`src/sv/assert_macros.svh`:
```
`ifndef ASSERT_MACROS_SVH
`define ASSERT_MACROS_SVH

// Clocked property check with a fixed message. The check is off while the
// synchronous reset is asserted.
`define ALKC_ASSERT(label, prop, msg) \
    label: assert property (@(posedge i_clk) disable iff (!i_rst_n) (prop)) \
        else $error(msg);

// Implication check: when the trigger holds, the consequence holds in the next cycle.
`define ALKC_ASSERT_NEXT(label, trig, cons, msg) \
    label: assert property (@(posedge i_clk) disable iff (!i_rst_n) \
        (trig) |=> (cons)) else $error(msg);

`endif

```
`src/sv/alkc_pkg.sv`:
```
package alkc_pkg;

    localparam int CAPACITY = 16;
    localparam int IDX_W    = (CAPACITY > 1) ? $clog2(CAPACITY) : 1;

    localparam int MODE_W  = 2;
    localparam int KEY_W   = 64;
    localparam int VAL_W   = 32;
    localparam int STAMP_W = 64;
    localparam int SLOT_W  = 4;
    localparam int CFG_W   = 5;

    localparam logic [CFG_W-1:0] ENTRIES_RESET = 5'd16;

    // Request codes carried in the input tuser field.
    localparam logic [MODE_W-1:0] MODE_LOOKUP     = 2'd0;
    localparam logic [MODE_W-1:0] MODE_INSERT     = 2'd1;
    localparam logic [MODE_W-1:0] MODE_INVALIDATE = 2'd2;

    // Register index of the slot count.
    localparam logic REG_ENTRIES = 1'b0;

    typedef enum logic [1:0] {
        WR_NONE  = 2'd0,
        WR_FILL  = 2'd1,
        WR_TOUCH = 2'd2,
        WR_CLEAR = 2'd3
    } t_wr_op;

    // Search record that travels down the row of slot cells.
    typedef struct packed {
        logic               active;
        logic               match_hit;
        logic [IDX_W-1:0]   match_idx;
        logic [VAL_W-1:0]   match_val;
        logic               free_hit;
        logic [IDX_W-1:0]   free_idx;
        logic               min_hit;
        logic [IDX_W-1:0]   min_idx;
        logic [STAMP_W-1:0] min_stamp;
    } t_rec;

    // Update broadcast to all cells when a request commits.
    typedef struct packed {
        t_wr_op             op;
        logic [IDX_W-1:0]   idx;
        logic [KEY_W-1:0]   key;
        logic [VAL_W-1:0]   value;
        logic [STAMP_W-1:0] stamp;
    } t_wr;

endpackage

```
`src/sv/alkc_cell.sv`:
```
module alkc_cell (
    input  logic                          i_clk,
    input  logic                          i_rst_n,
    input  logic [alkc_pkg::IDX_W-1:0]    i_idx,
    input  logic                          i_en,
    input  logic [alkc_pkg::KEY_W-1:0]    i_key,
    input  alkc_pkg::t_rec                i_rec,
    output alkc_pkg::t_rec                o_rec,
    input  alkc_pkg::t_wr                 i_wr
);

    logic                           r_valid;
    logic [alkc_pkg::KEY_W-1:0]     r_key;
    logic [alkc_pkg::VAL_W-1:0]     r_value;
    logic [alkc_pkg::STAMP_W-1:0]   r_stamp;
    alkc_pkg::t_rec                 r_rec;
    alkc_pkg::t_rec                 n_rec;
    logic                           w_sel;

    assign w_sel = (i_wr.idx == i_idx);

    // Fold this slot into the passing record. Lower slots were seen first,
    // so a field already set is kept and ties go to the lower index.
    always_comb begin
        n_rec = i_rec;
        if (i_rec.active && i_en) begin
            if (r_valid && (r_key == i_key) && !i_rec.match_hit) begin
                n_rec.match_hit = 1'b1;
                n_rec.match_idx = i_idx;
                n_rec.match_val = r_value;
            end
            if (!r_valid && !i_rec.free_hit) begin
                n_rec.free_hit = 1'b1;
                n_rec.free_idx = i_idx;
            end
            if (!i_rec.min_hit || (r_stamp < i_rec.min_stamp)) begin
                n_rec.min_hit   = 1'b1;
                n_rec.min_idx   = i_idx;
                n_rec.min_stamp = r_stamp;
            end
        end
    end

    always_ff @(posedge i_clk) begin
        if (!i_rst_n) begin
            r_rec.active <= 1'b0;
        end else begin
            r_rec.active <= n_rec.active;
        end
        r_rec.match_hit <= n_rec.match_hit;
        r_rec.match_idx <= n_rec.match_idx;
        r_rec.match_val <= n_rec.match_val;
        r_rec.free_hit  <= n_rec.free_hit;
        r_rec.free_idx  <= n_rec.free_idx;
        r_rec.min_hit   <= n_rec.min_hit;
        r_rec.min_idx   <= n_rec.min_idx;
        r_rec.min_stamp <= n_rec.min_stamp;
    end

    always_ff @(posedge i_clk) begin
        if (!i_rst_n) begin
            r_valid <= 1'b0;
            r_stamp <= '0;
        end else if (w_sel) begin
            unique case (i_wr.op)
                alkc_pkg::WR_FILL: begin
                    r_valid <= 1'b1;
                    r_stamp <= i_wr.stamp;
                end
                alkc_pkg::WR_TOUCH: begin
                    r_stamp <= i_wr.stamp;
                end
                alkc_pkg::WR_CLEAR: begin
                    r_valid <= 1'b0;
                end
                default: begin
                end
            endcase
        end
    end

    always_ff @(posedge i_clk) begin
        if (w_sel && (i_wr.op == alkc_pkg::WR_FILL)) begin
            r_key   <= i_wr.key;
            r_value <= i_wr.value;
        end
    end

    assign o_rec = r_rec;

endmodule

```
`config.mk`:
```
export PLATFORM = sky130hd
export DESIGN_NAME = alkc_cell
export DESIGN_NICKNAME = d
export VERILOG_FILES = /design/src/sv/assert_macros.svh /design/src/sv/alkc_pkg.sv /design/src/sv/alkc_cell.sv
export SDC_FILE = /design/constraint.sdc
export NUM_CORES = 1
export LEC_CHECK = 0
export BUFFER_PORTS_ARGS = -buffer_cell sky130_fd_sc_hd__buf_2
export CAP_MARGIN = 20
export CORE_ASPECT_RATIO = 0.75
export CORE_UTILIZATION = 35
export CTS_BUF_LIST = sky130_fd_sc_hd__clkbuf_2 sky130_fd_sc_hd__clkbuf_4 sky130_fd_sc_hd__clkbuf_8
export CTS_CLUSTER_DIAMETER = 60
export DETAILED_ROUTE_END_ITERATION = 7
export GPL_ROUTABILITY_DRIVEN = 0
export PLACE_DENSITY_LB_ADDON = 0.15
export SKIP_LAST_GASP = 1
export SYNTH_ARGS = -nofsm -noshare
export SYNTH_HDL_FRONTEND = slang
export SYNTH_SLANG_ARGS = --single-unit
```
`constraint.sdc`:
```
create_clock -name i_clk -period 4.9 [get_ports i_clk]
set_input_delay 0.735 -clock i_clk [delete_from_list [all_inputs] [get_ports i_clk]]
set_output_delay 0.735 -clock i_clk [all_outputs]
set_load 0.02 [all_outputs]
```
# Yosys cells after proc, flatten, opt, wreduce, memory -nomap -nowiden
# Cells that the tools add are included.
# word_totals
ff_bits,273
latchBits,0
ramBits,0
mem_bits_ro,0
in_bits,349
out_inout_bits,112
wordCells,38
memories,0
# classes
add_sub_neg,0
n_mul,0
div,0
magnitude_cmp,1
n_eq_ne,5
n_shift,0
mux,5
n_bitwise,0
reduce_logical,14
# op_table
cell,count
$mux 111,1
$mux 69,1
$eq 64x64->1,1
$lt 64x64->1,1
$mux 37,1
$logic_and 1x1->1,5
$mux 5,1
$eq 2x2->1 const B,2
$eq 4x4->1,1
$logic_not 1->1,4
$reduce_and 2->1,2
$eq 2x1->1 const B,1
$pmux 1 s2,1
$reduce_bool 2->1,1
$reduce_or 2->1,1
$logic_or 1x1->1,1

# Logic depth before layout (Yosys ltp)
# depth
depth_word,5
ltp_mapped,12
depth_no_buf,10

# Least setup slack after synthesis
# No wires, ideal clock.
# synth_path
kind,input port to flip-flop
startpoint,input i_idx[1] (netlist name)
endpoint,"register r_key[0] (netlist name), enable pin"
setup_time_ns,0.466
arrival_time_ns,3.608
t_required_ns,4.434
slack_ns,0.826
cell_stages,3
n_path_buf,0
cell_sequence,xor2_1 -> nor4_1 -> and2_1
# synth_between
elab_chain_cells,2
# synth_rtl
element,line,source
from (decl),alkc_cell.sv:4,"input logic [alkc_pkg::IDX_W-1:0] i_idx,"
$eq 4x4->1,alkc_cell.sv:20,assign w_sel = (i_wr.idx == i_idx);
$logic_and 1x1->1,alkc_cell.sv:83,if (w_sel && (i_wr.op == alkc_pkg::WR_FILL)) begin
to (signal assigned),alkc_cell.sv:84,r_key <= i_wr.key;
to (decl),alkc_cell.sv:13,logic [alkc_pkg::KEY_W-1:0] r_key;
# No other way between the ends.
# A chain may end at the register's enable or synchronous reset.

==> impl.org <==
** Global routing
- For this run the aggregate overflow at the end of global routing stands at 0.
- Wire length of the first global-routing pass :: 48710 um
- Initial antenna violation count :: 12
- The via count of the first global-routing pass came to 8532.
- Largest net degree at the start of global routing :: 67
- Across every metal layer, demand over resource in global routing totals 0.1946.

** Yosys
- Yosys warning count :: 0
- After synthesis, the share of flip-flops with an asynchronous set or reset is 0.
- Counting every instance in the synthesized netlist gives 954.
- Yosys instantiated no cell more often than sky130_fd_sc_hd__dfxtp_1.
- Of the post-synthesis cell area, the dominant cell type holds 0.3151.
- Yosys attributes the largest share of cell area to sky130_fd_sc_hd__dfxtp_1, sky130_fd_sc_hd__edfxtp_1, sky130_fd_sc_hd__mux2_2, sky130_fd_sc_hd__ha_1, sky130_fd_sc_hd__nand2_1.
- The synthesized design contains 96 enable-type register cells.
- Among all flip-flop cells after synthesis, the most frequent one is sky130_fd_sc_hd__dfxtp_1.
- Part of the Yosys area used for sequential elements :: 0.5714
- The synthesized design spends more area on one cell type than any other, namely sky130_fd_sc_hd__dfxtp_1.
- Number of different library cells in the post-synthesis netlist :: 47
- Leading cell types by count after synthesis :: sky130_fd_sc_hd__dfxtp_1, sky130_fd_sc_hd__nand2_1, sky130_fd_sc_hd__mux2_2, sky130_fd_sc_hd__edfxtp_1, sky130_fd_sc_hd__inv_1
- Synthesis-stage register bit count :: between 200 and 300
- The synthesized netlist occupies a cell area of 0.01125 mm2.
- The average instance in the mapped netlist occupies 11.79 um2.
- When the netlist entered floorplanning its net count stood at 1368.

** Worst setup path
- At the worst endpoint, the arrival time is 4.30 ns.
- Number of cells traversed by the worst register-to-register path :: 11
- In this run the register-to-register setup slack is around 1.0 ns.
- In this run the critical register-to-register path is captured at o_rec[9]$_DFF_P_.
- Of all nets on the critical path, the largest fanout is 52.
- Category of the most critical setup path :: reg -> reg
- The worst setup path is launched from a flop.
- The worst register-to-register path begins at r_stamp[13]$_SDFFE_PN0P_.
- Data required time at the worst endpoint :: 5.33 ns
- STA classifies the critical path endpoint as a flop.

** Final layout
- At the end of the flow the core is filled with cells to 0.4740.
- Filler cell count in the final layout :: 3023
- Net total in the final layout :: 1852
- Layout cell share with drive strength beyond 1 :: 0.4449
- From synthesis to final layout, the design area changed by 32.58%.
- Summing all multi-input logic gate instances after layout gives between 0.004 and 0.005 mm2.
- In the final layout, flip-flops and latches occupy 0.006426 mm2.

** STA
- Sum Neg Setup Slack :: 0 ns
- The smallest clock period supported by the final layout is computed as ~3.9 ns.
- Final hold analysis gives a worst-case slack of approximately 0.34 ns.
- For the pin with the worst max-slew slack, the measured transition is 0.9627 ns.
- Max Clock Freq :: 258.9 MHz
- Worst clock skew on the final layout :: 0.01832 ns
- The hold violation total from the final report came to 0.
- Setup violations remaining at the end of the flow were counted as 0.
- Of the available clock period, the critical path in the final layout requires 0.7882.
- The number of pins exceeding their max-slew limit in the final report was 0.
- Setup repair after global routing missed its margin :: false
- Relative slew slack :: 0.3416

** Floorplanning
- The floorplan has 56 rows.
- The initial utilization of the core area, before any placement, comes to 0.3575.
- Width of the die :: 209.0 um
- Pin placement for this block handled 461 I/O pins.
- Overall die height :: 157.2 um
- The region available for standard cell placement spans approximately 0.031 mm2.
- The die covers 0.03286 mm2.

** Clock tree
- Count of hold buffers inserted by post-cts repair :: 0
- Number of levels in the clock H-tree :: 2
- The tree is rooted in a sky130_fd_sc_hd__clkbuf_8.
- TritonCTS built the clock tree.
- For the worst-skew pair, the clock arrives at the later sink with an insertion delay of 0.56 ns.
- The number of gates resized after CTS was 0.
- Cts bufs inserted :: 46
- The clock drives 273 sinks.
- Clock-pin slew was measured on the worst setup and hold paths at 0.06 ns.
- Largest buffer count on any clock path :: 3
- Post-CTS Repair Setup Buffers :: 0

** Drt
- Ratio of routed vias to standard cells :: 4.550
- Routed WL :: 32670 um
- Dividing the detail-routed wire length by the instance count gives 17.31 um.
- For this block, the initial DRC count from the detailed router was 305.
- After detailed routing, the number of remaining DRC violations is 0.
- For this run, the detailed router's first-pass iteration total came to 5.
- Vias :: approximately 8600
- In this run the remaining antenna-violating nets after routing total 0.

** Worst hold path
- Along the worst hold path, the cell count comes to 1.
- The worst hold path belongs to the class in -> reg.
- Hold Path Origin :: i_wr[74]
- Worst Hold Path EP :: r_value[10]$_DFFE_PP_

** Placed design
- In this run the tool buffered the top-level ports with between 400 and 500 buffer cells.
- Once detailed placement completed, the half-perimeter wirelength came to ~24000 um.

** Pwr
- Static leakage :: 6.760 nW
- In this run the power density over the cells is 336.6 mW/mm2.
- Peak VDD IR :: 0.0001952 V

** Outcome
- The run finished with clean final reports.

** Flow run
- Total of max-cap violations :: 0
-- how the worst max path moves through the flow --
stage / startpoint / end / cells after the start
4_1_cts: r_stamp[13]$_SDFFE_PN0P_ / o_rec[27]$_DFF_P_ / 11
6_report: r_stamp[13]$_SDFFE_PN0P_ / o_rec[9]$_DFF_P_ / 11
5_1_grt: r_stamp[11]$_SDFFE_PN0P_ / o_rec[9]$_DFF_P_ / 11
3_5_place_dp: i_rec[13] / o_rec[25]$_DFF_P_ / 13
3_3_place_gp: i_rec[13] / o_rec[15]$_DFF_P_ / 13
2_1_floorplan: i_idx[1] / r_key[0]$_DFFE_PP_ / 3
-- power breakdown --
part | internal, mW | switching, mW
Clock | 1.09 | 0.906
Sequential | 2.44 | 0.0308
Combinational | 0.265 | 0.292
-- registers in the layout, summed over array words and instances, names as in the netlist --
signal and cells:
r_valid 1, r_stamp 64, r_value 32, o_rec 112
r_key 64
-- cell usage in the layout, fill, tap and decap left out, drive strengths merged, types with 5 or more instances in the layout --
cell type    n
nor2        15
nand4       16
edfxtp      96
clkinv       7
buf        467
dfxtp      177
a21oi       20
nand2      149
mux2       108
xor2        27
inv         82
nor3         6
ha          65
a211oi       6
clkbuf      70
diode       11
xnor2       24
nand3        5
a21boi      65
nor4         8
o21ai       11
-- layer usage --
metal / GRT usage / share of wire
met1: 0.2554 / 0.45
met2: 0.3087 / 0.46
met3: 0.05307 / 0.064
met4: 0.06828 / 0.022
met5: 0 / 0.00049
-- final cells by class --
class	instances	area share
Antenna cell	11	0.001846
Clock buffer	70	0.05622
Clock inverter	10	0.003524
Inverter	81	0.02039
Multi-Input combinational cell	569	0.2934
Sequential cell	273	0.4309
Tap cell	406	0.03407
Timing Repair Buffer	467	0.1596
-- worst max-delay path, stage by stage, from the launching register on --
cell and delay [ns]:
sky130_fd_sc_hd__dfxtp_1 0.33, sky130_fd_sc_hd__ha_1 0.31, sky130_fd_sc_hd__a211oi_1 0.22, sky130_fd_sc_hd__o21bai_1 0.10, sky130_fd_sc_hd__a221oi_1 0.45, sky130_fd_sc_hd__o21ai_0 0.17
sky130_fd_sc_hd__a2111oi_0 0.86, sky130_fd_sc_hd__buf_4 0.24, sky130_fd_sc_hd__o31ai_1 0.09, sky130_fd_sc_hd__a31oi_4 0.22, sky130_fd_sc_hd__buf_12 0.32, sky130_fd_sc_hd__mux2_2 0.38
-- per-stage QoR --
| stage | worst slack, ns | instances | total power [mW] | area [um2] |
|---|---|---|---|---|
| 6_report | 1.038 | 1887 | 5.019 | 14910 |
| 3_3_place_gp | 0.6250 | 1796 | 3.070 | 13990 |
| 5_1_grt | 0.7383 | 1882 | 5.253 | 14900 |
| 4_1_cts | 1.054 | 1876 | 5.104 | 14880 |
| 2_1_floorplan | 0.8257 | 954 | 2.797 | 11250 |
| 3_5_place_dp | 0.5504 | 1796 | 3.076 | 13990 |
-- kinds of logic (layout without fill, tap and decap cells) --
logic type	after synthesis	count (layout)	synth area share
flip-flops	273	273	0.5714
AND/OR/NAND/NOR	210	210	0.08143
AO/OA/AOI/OAI	135	135	0.08555
buffers and inverters	112	628	0.04150
multiplexers	108	108	0.1081
adder cells (fa/ha/maj)	65	65	0.07231
XOR/XNOR	51	51	0.03972
other	0	11	0
(Power assumes the default switching activity.)
